<file path="src/sv/gif_lzw_decoder_assert.svh">
// ----------------------------------------------------------------------------
// GIF LZW decoder assertion macros
// Concurrent assertion wrappers, empty when SYNTHESIS is defined.
// ----------------------------------------------------------------------------
`ifndef GIF_LZW_DECODER_ASSERT_SVH
`define GIF_LZW_DECODER_ASSERT_SVH

`ifndef SYNTHESIS
// Checked outside reset.
`define GLD_ASSERT(lbl, clk, rstn, prop) \
  lbl: assert property (@(posedge clk) disable iff (!rstn) prop) \
    else $error("gif_lzw_decoder assertion failed");
// Checked at every edge, reset included.
`define GLD_ASSERT_ALWAYS(lbl, clk, prop) \
  lbl: assert property (@(posedge clk) prop) \
    else $error("gif_lzw_decoder assertion failed");
`else
`define GLD_ASSERT(lbl, clk, rstn, prop)
`define GLD_ASSERT_ALWAYS(lbl, clk, prop)
`endif

`endif

</file>
<file path="src/sv/gld_pkg.sv">
// ----------------------------------------------------------------------------
// GIF LZW decoder package
// Shared widths, request and status codes, and bit unpacker control types.
// ----------------------------------------------------------------------------
package gld_pkg;

  localparam int CODE_W = 12;
  localparam int BUF_W  = 19;
  localparam int CNT_W  = 5;
  localparam int NEXT_W = 13;
  localparam int WID_W  = 4;

  localparam logic [1:0] OP_FEED  = 2'd0;
  localparam logic [1:0] OP_PULL  = 2'd1;
  localparam logic [1:0] OP_START = 2'd2;
  localparam logic [1:0] OP_NOP   = 2'd3;

  localparam logic [2:0] ST_OK   = 3'd0;
  localparam logic [2:0] ST_BUSY = 3'd1;
  localparam logic [2:0] ST_MORE = 3'd2;
  localparam logic [2:0] ST_DONE = 3'd3;
  localparam logic [2:0] ST_ERR  = 3'd4;

  localparam logic [NEXT_W-1:0] PREV_NONE = 13'h1FFF;
  localparam logic [3:0]        MCS_RESET = 4'd8;

  typedef struct packed {
    logic clear;
    logic feed;
    logic consume;
  } bb_ctrl_t;

  typedef struct packed {
    logic [CODE_W-1:0] code;
    logic              has_code;
  } bb_stat_t;

endpackage

</file>
<file path="src/sv/gld_bit_unpack.sv">
// ----------------------------------------------------------------------------
// GIF LZW bit unpacker
// Packs compressed bytes LSB first and hands out variable-width codes.
// ----------------------------------------------------------------------------
module gld_bit_unpack (
  input  logic              clk_i,
  input  logic              rst_ni,
  input  gld_pkg::bb_ctrl_t ctrl_i,
  input  logic [7:0]        byte_i,
  input  logic [3:0]        width_i,
  output gld_pkg::bb_stat_t stat_o
);
  import gld_pkg::*;

  logic [BUF_W-1:0]  buf_q, buf_d;
  logic [CNT_W-1:0]  cnt_q, cnt_d;
  logic [CODE_W-1:0] mask;

  assign mask            = ~({CODE_W{1'b1}} << width_i);
  assign stat_o.code     = buf_q[CODE_W-1:0] & mask;
  assign stat_o.has_code = cnt_q >= CNT_W'(width_i);

  always_comb begin
    buf_d = buf_q;
    cnt_d = cnt_q;
    if (ctrl_i.clear) begin
      buf_d = '0;
      cnt_d = '0;
    end else if (ctrl_i.feed) begin
      buf_d = buf_q | (BUF_W'(byte_i) << cnt_q);
      cnt_d = cnt_q + CNT_W'(8);
    end else if (ctrl_i.consume) begin
      buf_d = buf_q >> width_i;
      cnt_d = cnt_q - CNT_W'(width_i);
    end
  end

  always_ff @(posedge clk_i or negedge rst_ni) begin
    if (!rst_ni) begin
      buf_q <= '0;
      cnt_q <= '0;
    end else begin
      buf_q <= buf_d;
      cnt_q <= cnt_d;
    end
  end

endmodule

</file>
<file path="config.mk">
export PLATFORM = sky130hd
export DESIGN_NAME = gld_bit_unpack
export DESIGN_NICKNAME = d
export VERILOG_FILES = /design/src/sv/gif_lzw_decoder_assert.svh /design/src/sv/gld_pkg.sv /design/src/sv/gld_bit_unpack.sv
export SDC_FILE = /design/constraint.sdc
export NUM_CORES = 1
export LEC_CHECK = 0
export BUFFER_PORTS_ARGS = -buffer_cell sky130_fd_sc_hd__buf_2
export CORE_MARGIN = 2
export CORE_UTILIZATION = 45
export DETAILED_ROUTE_END_ITERATION = 10
export GPL_TIMING_DRIVEN = 0
export SYNTH_ARGS = -nofsm -noshare
export SYNTH_HDL_FRONTEND = slang
export SYNTH_SLANG_ARGS = --single-unit
</file>
<file path="constraint.sdc">
create_clock -name clk_i -period 2.36 [get_ports clk_i]
set_input_delay 0.236 -clock clk_i [delete_from_list [all_inputs] [get_ports clk_i]]
set_output_delay 0.236 -clock clk_i [all_outputs]
set_load 0.03 [all_outputs]
</file>
==> impl_metrics.tcl, run 1 <==
set metrics [dict create \
    status "finished clean" \
    dieArea_mm2 0.007016 \
    reg2reg_depth 8 \
    viasPerCell 6.754 \
    cpMaxStageDelayCell "ha_1" \
    peakVddDrop_v 0.0002459 \
    regToRegSetupSlack_ps 190 \
    hold_end "cnt_q[1]" \
    path_clk_slew_ps 100 \
    worst-path-buf-inv 5 \
    rsz0062_at_grt "no" \
    numCtsBuffers 3 \
    leakage_nw 1.312 \
    core_mm2 0.006241 \
    criticalPathCategory "in -> out" \
    ys_seq_area_share_pct 20.98 \
    area_delta_synth_final_pct 10.97 \
    design_area_mm2 0.003177 \
    post-place-ws_ps -98.63 \
    layout_min_cycle_time_ps 2216 \
    slew_viol_final 0 \
    grt_usage_pct 29.00 \
    antenna_found_initial 0 \
    nNetsFinal 397 \
    max-cap-violations 0 \
    regArea_um2 600.6 \
    ant_nets 0 \
    hold_violations 0 \
    worst_ep_arrival_time_ps 1980 \
    ios 30 \
    syn_nets 363 \
    multi_input_area_mm2 0.002076 \
    place_inst 446 \
    fin_crit_sh_pct 93.90 \
    grt_pass1_wl_um 15930 \
    syn-cell-area_mm2 0.002863 \
    crit_family "buffers and inverters" \
    wirelength_um 10310 \
    hold_class "in -> reg" \
    cp-end-kind "output port" \
    hold_ws_ps 344.3 \
    root_buffer "clkbuf_8" \
    setup_slack_ps 144.0 \
    slew_headroom_pct 33.96 \
    crit_chain "buf_2, buf_2, inv_1, buf_4, ha_1, nor2b_1, o21a_1, o31ai_1, nand2_1, buf_2" \
    max_freq_mhz 451.3 \
    cp-start-kind "input pin" \
    ys_ff_latch 24 \
    layout.cells.non_filler 451 \
    powerDensity_mw_per_mm2 475.2 \
    grt_max_degree 25 \
    synth_warnings 0 \
    worstSkewPairLatency_ps 270 \
    ys_types 63 \
    whs_path_depth 3 \
    synth-async-reset-ratio_pct 100.0 \
    clock_skew_ps 4.379 \
    crit_fanout 10 \
    min-delay-start "width_i[1]" \
    setup_viol 0 \
    row_count 29 \
    drcViolationCount 0 \
    diodes 0 \
    tns_ps 0 \
    syn-mean-instance-area_um2 8.395 \
    filler_cell_count 623 \
    io_buffers 28 \
    cpPeakStageDelay_ps 270 \
    cts_buffer_depth 2 \
    cp_common_cell "buf_2" \
    die_w_um 83.76 \
    htreeDepth 1 \
    cts_tree "done" \
    worstPathRequired_ps 2120 \
    place_area_mm2 0.003099 \
    fp.dieH_um 83.76 \
    dr.pass1.iters 5 \
    overflow 0 \
    place_congestion 0.9459 \
    initial_core_util_pct 45.87 \
    tightest_slew_ps 983.1 \
    r2r-end "cnt_q[4]" \
    cts_sinks 24 \
    synth_edf_count 0 \
    postSynthCellCount 341 \
    dp_hpwl_um 7838 \
    post-cts-setup-buffers 0 \
    grt_pass1_vias 2840 \
    ys.flop_type "dfrtp_1" \
    reg2reg_from "cnt_q[1]" \
    vias 3046 \
    layout-drive-gt1-share_pct 19.52 \
    wire_per_inst_um 22.86 \
    drt-initial-drc-count 322 \
]
## routing by layer
layer  routed length, um  global-route usage, %  share of wire, %
met5                   0                      0                 0
met4                 352                  10.70               3.4
met1                4399                  40.13                43
met2                4634                  45.60                45
met3                 926                  4.946               9.0
## worst reg2reg max path, cell delays in order (launching register included)
cell	delay (ps)
dfrtp_1	460
buf_2	260
inv_1	110
fa_1	430
nor2b_1	150
o21ai_0	110
a32oi_2	300
xor2_1	180
nor2_1	50
## per-stage QoR
stage / utilization [%] / power [mW]
floorplan: - / 0.9813
global placement: 49.66 / 1.188
detailed placement: 49.66 / 1.191
CTS: 50.72 / 1.489
global route: 50.90 / 1.579
finish: 50.90 / 1.510
## Yosys cell counts (all sizes together), types with 4 or more instances
cell,number,share of area [%]
o31ai,6,1.7
inv,11,1.4
mux2,13,5.1
mux2i,20,7.4
ha,4,1.7
a21oi,14,2.4
o21ai,16,2.8
buf,14,3.0
nor3,9,1.6
a21boi,4,1.0
a211oi,10,2.6
a31oi,9,2.0
dfrtp,24,21
o21a,4,1.0
nor2,28,3.7
a2bb2oi,4,1.2
nor2b,14,3.1
o22ai,7,1.5
nand2b,4,0.87
nand3b,6,1.6
nand2,23,3.0
clkbuf,16,2.1
mux4,13,10
nand3,15,2.6
## cell usage in the layout (no fill, tap or decap), drive strengths merged, types with 10 or more instances in the layout
cell type / netlist / routed
buf: 14 / 42
nor2: 28 / 28
dfrtp: 24 / 24
nand2: 23 / 23
mux2i: 20 / 20
clkbuf: 16 / 20
o21ai: 16 / 16
nand3: 15 / 15
a21oi: 14 / 14
nor2b: 14 / 14
mux4: 13 / 13
mux2: 13 / 13
inv: 11 / 12
a211oi: 10 / 10
## worst max path at each step
stage,start,endpoint,slack [ps],cells after the start
finish,width_i[1],stat_o[0],140,10
global route,cnt_q[1],cnt_q[4],40,8
CTS,width_i[1],stat_o[0],20,10
detailed placement,width_i[1],cnt_q[3],-100,10
global placement,cnt_q[0],cnt_q[4],-80,9
floorplan,width_i[1],cnt_q[3],290,9
## where the power goes
group          switching, mW  internal [mW]
registers             0.0725          0.451
logic                  0.412          0.273
clock network          0.151          0.149
## cell type report
class                      instances  area share (%)
multi-input combinational        274           65.34
sequential                        24           18.91
timing repair buffer              29           4.726
buffer                            30           4.648
tap                               77           3.033
clock buffer                       4           1.733
inverter                          13           1.615
## flip-flops by register name, summed over array words and instances (netlist names)
| register | cells |
|---|---|
| cnt_q | 5 |
| buf_q | 19 |
## kinds of logic after synthesis
kind of cell             synth area share (%)
AO/OA/AOI/OAI                           25.09
XOR/XNOR                               0.3060
adder cells (fa/ha/maj)                 2.448
buffers and inverters                   6.775
flip-flops                              20.98
multiplexers                            22.77
AND/OR/NAND/NOR                         21.63
## what timing repair did
item	in CTS	in global routing
hold endpoints to repair	24	0
endpoints found under the setup margin	1	2
resized for setup	1	4
hold buffers	1	0
(Power assumes the default switching activity.)
==> run 2: changes to the inputs <==
Settings changed: CAP_MARGIN set to 20, CORE_UTILIZATION 45 to 50, PLACE_DENSITY set to 0.69.
==> run 2 against run 1 <==
- hold slack better by 3.7 ps
- via count down 0.53%
- sequential share of layout area about the same
- critical path type unchanged
==> impl_metrics.tcl, run 2 (synthesis gave the netlist of run 1 again) <==
set metrics [dict create \
    peakVddDrop_v 0.0002418 \
    grt_pass1_wl_um 15790 \
    layout-drive-gt1-share_pct 19.68 \
    fp.dieH_um 79.67 \
    crit_fanout 10 \
    numCtsBuffers 3 \
    crit_path_end "stat_o[0]" \
    grt_usage_pct 33.16 \
    regToRegSetupSlack_ps 220 \
    cp-end-kind "output port" \
    setup_viol 0 \
    slew_viol_final 0 \
    max-cap-violations 0 \
    path_clk_slew_ps 90 \
    dieArea_mm2 0.006347 \
    design_area_mm2 0.003183 \
    vias 3030 \
    initial_core_util_pct 51.99 \
    grt_max_degree 25 \
    io_buffers 28 \
    filler_cell_count 522 \
    root_buffer "clkbuf_8" \
    reg2reg_from "cnt_q[0]" \
    cp-start-kind "input pin" \
    top_register "buf_q" \
    leakage_nw 1.318 \
    place_area_mm2 0.003093 \
    criticalPathCategory "in -> out" \
    worstPathRequired_ps 2120 \
    nNetsFinal 399 \
    hold_violations 0 \
    core_mm2 0.005507 \
    largest_reg_flops 19 \
    ant_nets 0 \
    final_common_cell "buf_2" \
    rsz0062_at_grt "no" \
    grt_pass1_vias 2861 \
    r2r-end "cnt_q[4]" \
    clock_skew_ps 3.426 \
    dp_hpwl_um 7660 \
    drt-initial-drc-count 337 \
    slew_headroom_pct 42.22 \
    htreeDepth 1 \
    wirelength_um 9938 \
    diodes 0 \
    cts_tree "done" \
    powerDensity_mw_per_mm2 471.2 \
    viasPerCell 6.763 \
    reg2reg_depth 9 \
    cp-startpoint "width_i[1]" \
    ios 30 \
    max_freq_mhz 448.8 \
    wire_per_inst_um 22.18 \
    area_delta_synth_final_pct 11.19 \
    cts_sinks 24 \
    layout_min_cycle_time_ps 2228 \
    worstSkewPairLatency_ps 280 \
    antenna_found_initial 0 \
    postLayoutCoreUtil_pct 57.80 \
    status "finished clean" \
    dr.pass1.iters 5 \
    overflow 0 \
    largestRegisters "buf_q (19), cnt_q (5)" \
    cts_buffer_depth 2 \
    mostFrequentLayoutCells "35 x buf_2, 28 x nor2_1, 24 x dfrtp_1" \
    die_w_um 79.67 \
    tightest_slew_ps 860.0 \
    worst_ep_arrival_time_ps 1990 \
    fin_crit_sh_pct 94.41 \
    place_congestion 0.9921 \
    drcViolationCount 0 \
    row_count 27 \
    hold_class "in -> reg" \
    hold_ws_ps 347.9 \
]
run 2: changes by cell type in the layout (fill, tap and decap cells not counted):
cell	delta
buf_6	+1
inv_4	-1
a32oi_1	+1
a32oi_2	-1
buf_4	+1
clkinvlp_4	+1
run 2: worst max-delay path, stage by stage:
cell and delay, ps:
buf_2 120, buf_2 170, inv_1 170, buf_6 220, ha_1 260, nor2b_1 130, o21a_1 180, o31ai_1 250
nand2_1 70, buf_2 180
run 2: worst min-delay path by stage:
stage | endpoint | from | slack (ps) | cells after the start
detailed placement | cnt_q[0] | rst_ni | 260 | 1
global placement | cnt_q[0] | rst_ni | 260 | 1
global route | cnt_q[0] | width_i[0] | 360 | 3
CTS | cnt_q[0] | width_i[0] | 340 | 3
finish | cnt_q[0] | width_i[0] | 350 | 3
floorplan | buf_q[0] | rst_ni | -60 | 0
run 2: routing by layer:
| metal | vias up | GRT usage (%) | routed length [um] |
|---|---|---|---|
| met5 | - | 0 | 0 |
| met4 | 0 | 9.655 | 257 |
| met1 | 1459 | 48.02 | 4435 |
| met3 | 28 | 4.072 | 768 |
| li1 | 1376 | - | - |
| met2 | 167 | 51.93 | 4476 |
run 2: what timing repair did:
item / in CTS / in global routing
hold buffers: 1 / 0
resized for setup: 1 / 2
setup buffers: 0 / 2
endpoints found under the hold margin: 24 / 0
endpoints found under the setup margin: 1 / 2
run 2: through the flow:
stage	TNS, ps	setup WS (ps)	std cells	total power, mW
final	0	132.0	448	1.500
after global routing	0	36.36	448	1.573
after CTS	0	16.01	446	1.477
after detailed placement	-119.0	-106.0	441	1.183
after global placement	-53.24	-53.24	441	1.176
after floorplan	0	291.6	341	0.9813
run 2: cell type report:
class                   instances  area, um2  share of cell area [%]
well taps                      72      90.09                   2.830
repair buffers                 31      165.2                   5.189
multi-input cells             274       2068                   64.98
flip-flops and latches         24      600.6                   18.87
clock buffers                   4      55.05                   1.730
inverters                      13      52.55                   1.651
plain buffers                  30      151.4                   4.756
run 2: power breakdown:
group | total, mW | switching (mW) | internal (mW)
combinational | 0.681 | 0.405 | 0.275
sequential | 0.525 | 0.0737 | 0.451
clock | 0.295 | 0.145 | 0.150
total | 1.50 | 0.624 | 0.876
==> run 3: changes to the inputs <==
Settings changed: CORE_UTILIZATION 50 to 36, PLACE_DENSITY 0.69 to not set, RECOVER_POWER set to 25.
Clock period 2.36 ns to 2.6 ns, I/O delays scaled along.
==> run 3 against run 2 <==
- first-iteration DRC count grew 16%
- utilization shrank 17 points
- largest cell class unchanged
- largest power group unchanged
- global-route usage is 9.0 points lower
- power decreased by 12%
==> impl_metrics.tcl, run 3 (synthesis gave the netlist of run 1 again) <==
set metrics [dict create \
    hold_buffers 1 \
    mostFrequentLayoutCells "35 x buf_2, 28 x nor2_1, 24 x dfrtp_1" \
    cts_sinks 24 \
    area_delta_synth_final_pct 11.10 \
    reg2reg_depth 9 \
    ios 30 \
    max_freq_mhz 415.6 \
    largest_reg_flops 19 \
    dp_hpwl_um 7861 \
    cts_buffer_depth 2 \
    rsz0062_at_grt "no" \
    vias 3014 \
    viasPerCell 6.345 \
    criticalPathCategory "in -> out" \
    r2r-end "cnt_q[4]" \
    slew_viol_final 0 \
    setup_viol 0 \
    grt_pass1_vias 2895 \
    status "finished clean" \
    wire_per_inst_um 21.59 \
    htreeDepth 1 \
    fin_crit_sh_pct 92.54 \
    min-delay-start "width_i[0]" \
    diodes 0 \
    dr.pass1.iters 5 \
    cp-end-kind "output port" \
    hold_end "cnt_q[0]" \
    peakVddDrop_v 0.0001750 \
    layout-drive-gt1-share_pct 18.50 \
    initial_core_util_pct 37.05 \
    place_congestion 0.9463 \
    layout_min_cycle_time_ps 2406 \
    ant_nets 0 \
    hold_class "in -> reg" \
    cts_tree "done" \
    max-cap-violations 0 \
    postLayoutCoreUtil_pct 41.16 \
    place_area_mm2 0.003131 \
    core_mm2 0.007727 \
    fp.dieH_um 93.18 \
    drcViolationCount 0 \
    tightest_slew_ps 1406 \
    final_common_cell "buf_2" \
    worstPathRequired_ps 2340 \
    cp-start-kind "input pin" \
    post-cts-setup-buffers 0 \
    drt-initial-drc-count 392 \
    root_buffer "clkbuf_8" \
    row_count 32 \
    grt_usage_pct 24.14 \
    worst_ep_arrival_time_ps 2150 \
    design_area_mm2 0.003181 \
    numCtsBuffers 3 \
    grt_max_degree 25 \
    die_w_um 93.18 \
    tns_ps 0 \
    clock_skew_ps 7.706 \
    regToRegSetupSlack_ps 280 \
    leakage_nw 1.298 \
    worstSkewPairLatency_ps 270 \
    grt_pass1_wl_um 16170 \
    powerDensity_mw_per_mm2 414.5 \
    slew_headroom_pct 6.234 \
    crit_fanout 10 \
    top_register "buf_q" \
    path_clk_slew_ps 90 \
    nNetsFinal 397 \
    overflow 0 \
    filler_cell_count 803 \
    dieArea_mm2 0.008682 \
    cts_resized 0 \
    whs_path_depth 3 \
    io_buffers 28 \
    hold_violations 0 \
    wirelength_um 10260 \
    antenna_found_initial 0 \
    largestRegisters "buf_q (19), cnt_q (5)" \
    reg2reg_from "cnt_q[0]" \
]
-- run 3: cell count changes in the layout (fill, tap and decap cells not counted) --
cell,previous run,this run
clkinvlp_4,1,0
clkbuf_1,16,17
clkbuf_8,4,3
buf_6,3,2
buf_4,4,2
clkinv_1,1,2
-- run 3: metal layers --
layer  GRT usage [%]  vias up  part of all wire (%)
met1           34.57     1472                    45
li1                -     1363                     -
met2           39.37      160                    45
met4           5.760        0                   2.1
met3           2.337       19                   7.8
met5               0        -                     0
-- run 3: worst max path at each step --
stage,from,end,cells past startpoint
floorplan,width_i[1],cnt_q[3],9
global placement,width_i[1],cnt_q[3],10
detailed placement,width_i[1],cnt_q[3],10
CTS,width_i[1],stat_o[0],10
global route,cnt_q[0],cnt_q[4],9
finish,width_i[1],stat_o[0],10
-- run 3: power by group --
group | switching (mW) | internal, mW | leakage (nW) | total [mW]
clock | 0.122 | 0.104 | 0.0216 | 0.226
combinational | 0.369 | 0.246 | 0.953 | 0.615
sequential | 0.0677 | 0.410 | 0.324 | 0.477
-- run 3: per-stage QoR --
stage | std cells | setup slack, ps | hold WS [ps] | total power, mW
after floorplan | 341 | 507.6 | -35.59 | 0.8907
after global placement | 471 | 160.0 | 290.4 | 1.079
after detailed placement | 471 | 118.4 | 288.9 | 1.080
after CTS | 475 | 186.1 | 381.0 | 1.308
after global routing | 475 | 27.19 | 401.8 | 1.393
final | 475 | 194.0 | 369.0 | 1.318
-- run 3: layout make-up --
cell class              count  area (um2)  area share [%]
well taps                 102       127.6           4.013
flip-flops and latches     24       600.6           18.88
multi-input cells         274        2068           65.03
repair buffers             29       148.9           4.681
plain buffers              30       145.1           4.563
clock buffers               3       41.29           1.298
inverters                  13       48.80           1.534
-- run 3: worst max-delay path: stages --
cell	delay, ps
buf_2	130
buf_2	170
inv_1	150
buf_2	350
ha_1	300
nor2b_1	130
o21a_1	190
o31ai_1	220
nand2_1	70
buf_2	180
